===== src/rtl/core/sfs_pkg.sv =====
// ----------------------------------------------------------------------------
// sfs_pkg
// Shared codes, constants and lane control type for the stereo equalizer.
// ----------------------------------------------------------------------------
package sfs_pkg;

    localparam logic [3:0] MODE_PASS = 4'd1;
    localparam logic [3:0] MODE_LOW  = 4'd2;
    localparam logic [3:0] MODE_BAND = 4'd4;
    localparam logic [3:0] MODE_HIGH = 4'd8;

    localparam logic FUNC_SAMPLE = 1'b0;
    localparam logic FUNC_COEF   = 1'b1;

    localparam logic [1:0] BANK_LOW  = 2'd0;
    localparam logic [1:0] BANK_BAND = 2'd1;
    localparam logic [1:0] BANK_HIGH = 2'd2;

    localparam int BANKS      = 3;
    localparam int FRAC_SHIFT = 15;

    typedef struct packed {
        logic wr;
        logic issue;
        logic clear;
    } t_lane_ctl;

endpackage


===== src/rtl/core/sfs_lane.sv =====
// ----------------------------------------------------------------------------
// sfs_lane
// One channel: delay line memory, multiply-accumulate and output rounding.
// ----------------------------------------------------------------------------
module sfs_lane #(
    parameter int TAPS        = 81,
    parameter int SAMPLE_BITS = 16,
    parameter int COEF_BITS   = 16,
    parameter logic [SAMPLE_BITS-1:0] RESET_VAL = '0,
    parameter int PTR_W       = (TAPS > 1) ? $clog2(TAPS) : 1
) (
    input  logic                          i_clk,
    input  logic                          i_rst_n,
    input  sfs_pkg::t_lane_ctl            i_ctl,
    input  logic [PTR_W-1:0]              i_wr_addr,
    input  logic signed [SAMPLE_BITS-1:0] i_wr_data,
    input  logic [PTR_W-1:0]              i_rd_addr,
    input  logic signed [COEF_BITS-1:0]   i_coef,
    output logic                          o_busy,
    output logic signed [SAMPLE_BITS-1:0] o_result
);

    import sfs_pkg::*;

    localparam int P_W   = SAMPLE_BITS + COEF_BITS;
    localparam int ACC_W = P_W + ((TAPS > 1) ? $clog2(TAPS) : 0) + 1;
    localparam logic signed [ACC_W:0] ROUND_ADD = (ACC_W + 1)'(1) << FRAC_SHIFT;
    localparam logic signed [ACC_W:0] SAT_HI =
        {{(ACC_W + 2 - SAMPLE_BITS){1'b0}}, {(SAMPLE_BITS - 1){1'b1}}};
    localparam logic signed [ACC_W:0] SAT_LO = ~SAT_HI;

    logic signed [SAMPLE_BITS-1:0] r_mem [TAPS];
    logic signed [SAMPLE_BITS-1:0] r_rd_q;
    logic [TAPS-1:0]               r_vld;
    logic                          r_vld_q;
    logic                          r_rd_v;
    logic                          r_prod_v;
    logic signed [P_W-1:0]         r_prod;
    logic signed [ACC_W-1:0]       r_acc;

    logic signed [SAMPLE_BITS-1:0] w_sample;
    logic signed [ACC_W:0]         w_rnd;
    logic signed [ACC_W:0]         w_shf;

    // unwritten entries read as the reset contents
    assign w_sample = r_vld_q ? r_rd_q : $signed(RESET_VAL);

    always_ff @(posedge i_clk) begin
        if (i_ctl.wr) begin
            r_mem[i_wr_addr] <= i_wr_data;
        end
        r_rd_q  <= r_mem[i_rd_addr];
        r_vld_q <= r_vld[i_rd_addr];
        r_prod  <= w_sample * i_coef;
        if (i_ctl.clear) begin
            r_acc <= '0;
        end else if (r_prod_v) begin
            r_acc <= r_acc + $signed({{(ACC_W - P_W){r_prod[P_W-1]}}, r_prod});
        end
    end

    always_ff @(posedge i_clk) begin
        if (!i_rst_n) begin
            r_vld    <= '0;
            r_rd_v   <= 1'b0;
            r_prod_v <= 1'b0;
        end else begin
            if (i_ctl.wr) begin
                r_vld[i_wr_addr] <= 1'b1;
            end
            r_rd_v   <= i_ctl.issue;
            r_prod_v <= r_rd_v;
        end
    end

    // round, floor shift, saturate
    always_comb begin
        w_rnd = $signed({r_acc[ACC_W-1], r_acc}) + ROUND_ADD;
        w_shf = w_rnd >>> FRAC_SHIFT;
        if (w_shf > SAT_HI) begin
            o_result = SAT_HI[SAMPLE_BITS-1:0];
        end else if (w_shf < SAT_LO) begin
            o_result = SAT_LO[SAMPLE_BITS-1:0];
        end else begin
            o_result = w_shf[SAMPLE_BITS-1:0];
        end
    end

    assign o_busy = r_rd_v | r_prod_v;

endmodule


===== config.mk =====
export PLATFORM = sky130hd
export DESIGN_NAME = sfs_lane
export DESIGN_NICKNAME = d
export VERILOG_FILES = /design/src/rtl/core/sfs_pkg.sv /design/src/rtl/core/sfs_lane.sv
export SDC_FILE = /design/constraint.sdc
export NUM_CORES = 2
export LEC_CHECK = 0
export BUFFER_PORTS_ARGS = -buffer_cell sky130_fd_sc_hd__buf_4
export CORE_ASPECT_RATIO = 0.8
export CORE_MARGIN = 5
export CORE_UTILIZATION = 57
export CTS_CLUSTER_SIZE = 16
export DETAILED_ROUTE_END_ITERATION = 16
export PLACE_DENSITY_LB_ADDON = 0.12
export SETUP_SLACK_MARGIN = 0.05
export SLEW_MARGIN = 20
export SYNTH_ARGS = -nofsm -noshare
export SYNTH_HDL_FRONTEND = slang
export SYNTH_SLANG_ARGS = --single-unit

===== constraint.sdc =====
create_clock -name i_clk -period 6.6 [get_ports i_clk]
set_clock_uncertainty 0.15 [all_clocks]
set_input_delay 0.33 -clock i_clk [delete_from_list [all_inputs] [get_ports i_clk]]
set_output_delay 0.33 -clock i_clk [all_outputs]
set_load 0.02 [all_outputs]

* Word level (Yosys, flattened, before mapping)
Memories as Yosys holds them, arrays and structs flattened. A register that Yosys moved wholly into a read port is not among the register bits.
Index checks and enable logic that the tools add are counted.
** Word-level totals
- Bits of input ports :: 51
- Bits in writable memories :: 1296
- Output and inout bits :: 17
- Memories :: 1
- Register bits :: 156
- Logic and storage cells :: 27
** Memories
- r_mem :: words 81, bits a word 16, rd ports 1, clocked after Yosys merged registers in 1, write ports 1, RTL line sfs_lane.sv:32 : logic signed [SAMPLE_BITS-1:0] r_mem [TAPS];
** Operators by class
- $add $sub $neg :: 2
- Bitwise logic cells :: 2
- $lt $le $gt $ge :: 5
- Multiplexer cells :: 9
- $mul :: 1
- Reduce and logical (&&, ||, !) cells :: 1
** Operators by type and width (count)
- $or A81 B81 Y81 :: 1
- $mux W16 :: 3
- $add A40 B17 Y41 const B :: 1
- $add A40 B32 Y40 :: 1
- $mul A16 B16 Y32 :: 1
- $gt A26 B16 Y1 const B :: 1
- $lt A26 B16 Y1 const B :: 1
- $lt A7 B8 Y1 const B :: 2
- $bmux W1 S7 :: 1
- $demux W1 S7 :: 1
- $ge A7 B1 Y1 const B :: 1
- $mux W1 :: 4
- $logic_and A1 B1 Y1 :: 1
- $or A1 B1 Y1 :: 1

* Longest topological paths before layout
- Depth in word-level cells :: 5
- Mapped depth :: 26
- Gate-level depth less buffers :: 23

* Worst setup path after synthesis
No wires, ideal clock.
- Path type :: register to register
- From :: register r_vld_q
- To :: register r_prod[30]
- Stages on the path, launching flop included :: 24
- Setup time :: 140 ps
- Path buffers :: 3
- Arrival :: 5992 ps
- Required time :: 6310 ps
- Setup slack :: 318 ps
- Clock period less this slack :: 6282 ps
- Cells stage by stage :: dfxtp_1 > clkbuf_1 > and2_1 > clkbuf_1 > nand2_1 > inv_1 > fa_1 > fa_1 > fa_1 > fa_1 > fa_1 > inv_1 > fa_1 > inv_1 > ha_1 > clkbuf_1 > nand4_1 > nor2_1 > and2_1 > nand2_1 > a211o_1 > a21oi_1 > o21a_1 > o211ai_1
** Between the ends
- Word-level cells in the longest chain between the ends :: 2
** Ends and longest elaborated chain
- start, declared :: RTL line sfs_lane.sv:35 : logic r_vld_q;
- start signal, assigned :: RTL line sfs_lane.sv:53 : r_vld_q <= r_vld[i_rd_addr];
- $mux W16 :: RTL line sfs_lane.sv:46 : assign w_sample = r_vld_q ? r_rd_q : $signed(RESET_VAL);
- $mul A16 B16 Y32 :: RTL line sfs_lane.sv:54 : r_prod <= w_sample * i_coef;
- end signal, assigned :: RTL line sfs_lane.sv:54
- end, declared :: RTL line sfs_lane.sv:38 : logic signed [P_W-1:0] r_prod;
Every way passes these cells.
A chain may end at the register's enable or synchronous reset.

* Final worst setup path
- From :: register r_vld_q
- To :: register r_prod[29]
Same word-level chain as after synthesis.

==> impl_metrics.csv <==
group,metric,value,unit
synth,avgSynthCellArea,17.3,um2
clocking,insertion_delay,0.77,ns
synth,synthCells,3906,
detailed_routing,vias_per_cell,6.24,
final_layout,final_area,75200,um2
setup_path,critPathTopFamily,"adder cells",
synth,synth_edf_count,1296,
clocking,root_buffer,"clkbuf_16",
clocking,cts_tree,"yes",
synth,ys.flop_type,"edfxtp_1",
pwr,p_leak,26.7,nW
setup_path,reg2regPathDepth,23,
clocking,h-tree-depth,4,
timing,setup_violations,0,
pwr,p_sw_share,26.7,%
synth,yosysWarnings,0,
global_routing,grt_pass1_wl,241,mm
detailed_routing,dr.pass1.iters,6,
hold_path,worstHoldEndpoint,"r_mem[70][3]",
detailed_routing,ant_nets,0,
placed_design,post-place-ws,0.113,ns
setup_path,crit_chain,"buf_12, and2_1, buf_4, nand2_1, fa_1, inv_1, fa_1, fa_1, fa_1, fa_1, inv_1, fa_1, inv_1, ha_1, a21o_1, a21oi_1, o21bai_1, a21o_1, a21oi_1, o21ai_0, a21oi_1, a21oi_1, xor2_1",
pwr,p_comb_share,18.2,%
final_layout,utilization,63.5,%
setup_path,path_common_cell,"fa_1",
timing,grt_setup_unrepaired,"false",
detailed_routing,drc,0,
floorplanning,initial_core_util,57.1,%
timing,tightest_slew,1.11,ns
synth,synth_seq_cells,1468,
detailed_routing,post_drt_wl_per_cell,28.2,um
placed_design,placed_cell_area,70500,um2
timing,fin_setup_tns,0,ns
setup_path,slowest_stage,"fa_1",
pwr,p_clk_share,35.3,%
setup_path,cp-end-kind,"flop",
setup_path,cp_max_fo,24,
final_layout,fin_cells,5727,
synth,yosysSeqAreaShare,62.6,%
global_routing,overflow,0,
timing,drv_slew,0,
synth,async_flop_share,0,%
detailed_routing,vias,35700,
timing,fmax,160,MHz
synth,synth_fp_nets,4343,
setup_path,path_class,"reg2reg",
setup_path,rr_startpoint,"r_vld_q",
final_layout,syn2layout_area_growth,11.2,%
pwr,vdd_drop_max,0.345,mV
detailed_routing,first_iter_violations,3732,
timing,fin_crit_sh,94.6,%
final_layout,final_common_cell,"edfxtp_1",
status,outcome,"completed",
placed_design,placedCellCount,5448,
floorplanning,core_area,118000,um2
floorplanning,ios,68,
final_layout,layout_common_cells,"1296 x edfxtp_1, 440 x mux4_2, 306 x inv_1",
timing,fin_crit,6.25,ns
setup_path,cp-start-kind,"flop",
clocking,postCtsSetupBuffers,0,
pwr,power.switching,5.96,mW
timing,slew_headroom,26.0,%
floorplanning,rows,113,
hold_path,hp-class,"in2reg",
clocking,cts_sinks,1468,
hold_path,holdPathStages,1,
global_routing,grt_pass1_vias,35800,
clocking,path_clk_slew,0.06,ns
setup_path,critical_path_arrival,6.74,ns
setup_path,r2r_end,"r_prod[29]",
global_routing,antenna_found_initial,4,
timing,layout_setup_ws,0.354,ns
hold_path,hold_path.startpoint,"i_wr_data[3]",
pwr,p_seq_share,46.5,%
synth,synth_cell_types,73,
timing,hold_viol,0,
placed_design,place.gp.congestion,0.885,
floorplanning,die_y,318,um
placed_design,port_buffers,67,
setup_path,max_stage_delay,0.56,ns
pwr,internal_power,16.4,mW
global_routing,grtUsageTotal,26.1,%
flow_run,max-cap-violations,0,
synth,syn_area,67600,um2
setup_path,rrSetupSlack,0.35,ns
final_layout,layout.nets,4488,
global_routing,grt_max_degree,113,
pwr,pwr_density_cell,297,nW/um2
setup_path,critPathBufInv,5,
final_layout,drive_gt1_share,22.4,%
floorplanning,die_w,395,um
placed_design,dp_hpwl,99.5,mm
floorplanning,die-area,126000,um2
detailed_routing,wl,162,mm
clocking,clockBufferDepth,3,
clocking,numCtsBuffers,142,
setup_path,critical_path_required,7.10,ns
-- cells by family (layout without fill, tap and decap cells) --
family | after synthesis | after routing | synth area share (%)
xor+xnor | 79 | 79 | 1.02
compound gates | 347 | 347 | 3.48
mux | 481 | 481 | 15.3
flops | 1468 | 1468 | 62.6
fa+ha+maj | 386 | 386 | 10.1
other cells | 0 | 6 | 0
simple gates | 640 | 640 | 4.54
buf+inv | 505 | 768 | 2.99
-- layout make-up --
| cell class | count | area, um2 |
|---|---|---|
| Timing Repair Buffer | 199 | 1680 |
| Antenna cell | 6 | 15.0 |
| Multi-Input combinational cell | 1933 | 23500 |
| Clock buffer | 197 | 3970 |
| Inverter | 307 | 1150 |
| Clock inverter | 65 | 556 |
| Sequential cell | 1468 | 42400 |
| Fill cell | 8200 | 43200 |
| Tap cell | 1552 | 1940 |
-- synthesized netlist by cell type, types with 4 or more instances --
cell,count,area (um2)
a2111oi_0,4,35.0
a211o_1,6,52.6
a21o_1,30,225
a21oi_1,84,420
a31oi_1,12,75.1
and2_1,22,138
and3_1,133,832
buf_1,11,41.3
buf_2,24,120
buf_4,18,135
buf_6,4,45.0
clkbuf_1,141,529
dfxtp_1,172,3440
edfxtp_1,1296,38900
fa_1,263,5270
ha_1,123,1540
inv_1,306,1150
mux2i_1,39,390
mux4_2,440,9910
nand2_1,186,698
nand2b_1,5,31.3
nand3_1,39,195
nand3b_1,8,60.1
nand4_1,17,106
nand4b_1,4,35.0
nor2_1,174,653
nor2b_1,11,68.8
nor3_1,20,100
nor4_1,5,31.3
o211ai_1,9,67.6
o21a_1,98,736
o21ai_0,24,120
o21ai_1,22,110
o21bai_1,15,113
o31ai_1,6,45.0
xnor2_1,52,455
xor2_1,27,236
-- through the flow --
| step | total power [mW] | hold WS, ns |
|---|---|---|
| after floorplan | 13.3 | 0.271 |
| after global placement | 14.5 | 0.290 |
| after detailed placement | 14.6 | 0.296 |
| after CTS | 22.4 | 0.0384 |
| after global routing | 23.3 | 0.0340 |
| final | 22.3 | 0.00538 |
-- repair_timing --
action                                 CTS  global route
setup endpoints to repair                0            14
endpoints found under the hold margin  110             0
gates resized for setup                  0            18
hold buffers                             9             0
-- worst max-delay path by stage --
stage / startpoint / end / slack, ns / depth (start not counted)
detailed placement: r_vld_q / r_prod[25] / 0.11 / 22
CTS: r_vld_q / r_prod[25] / 0.06 / 22
global route: r_vld_q / r_prod[28] / 0.06 / 23
global placement: r_vld_q / r_prod[25] / 0.25 / 22
floorplan: r_vld_q / r_prod[30] / 0.32 / 23
finish: r_vld_q / r_prod[29] / 0.35 / 23
-- power groups by stage --
stage | sequential [mW] | combinational [mW] | clock (mW)
after global placement | 10.6 | 3.94 | 0
after floorplan | 10.5 | 2.72 | 0
after detailed placement | 10.6 | 3.99 | 0
final | 10.4 | 4.06 | 7.88
after CTS | 10.4 | 4.02 | 8.03
after global routing | 10.4 | 4.48 | 8.46
-- registers in the layout (all words and copies together) (netlist names) --
name,cells
r_prod,32
r_vld_q,1
r_rd_q,16
r_prod_v,1
r_mem,1296
r_acc,40
r_vld,81
r_rd_v,1
-- routing by layer --
metal / vias to the layer above / share of wire, % / GRT usage [%] / routed length (um)
li1: 15200 / - / - / -
met1: 18700 / 44 / 41.7 / 71500
met2: 1578 / 44 / 37.5 / 71600
met3: 193 / 9.5 / 5.82 / 15400
met4: 2 / 1.9 / 5.70 / 3020
met5: - / 0.0080 / 0 / 13
Note: power is estimated with default switching activity, not from simulation.
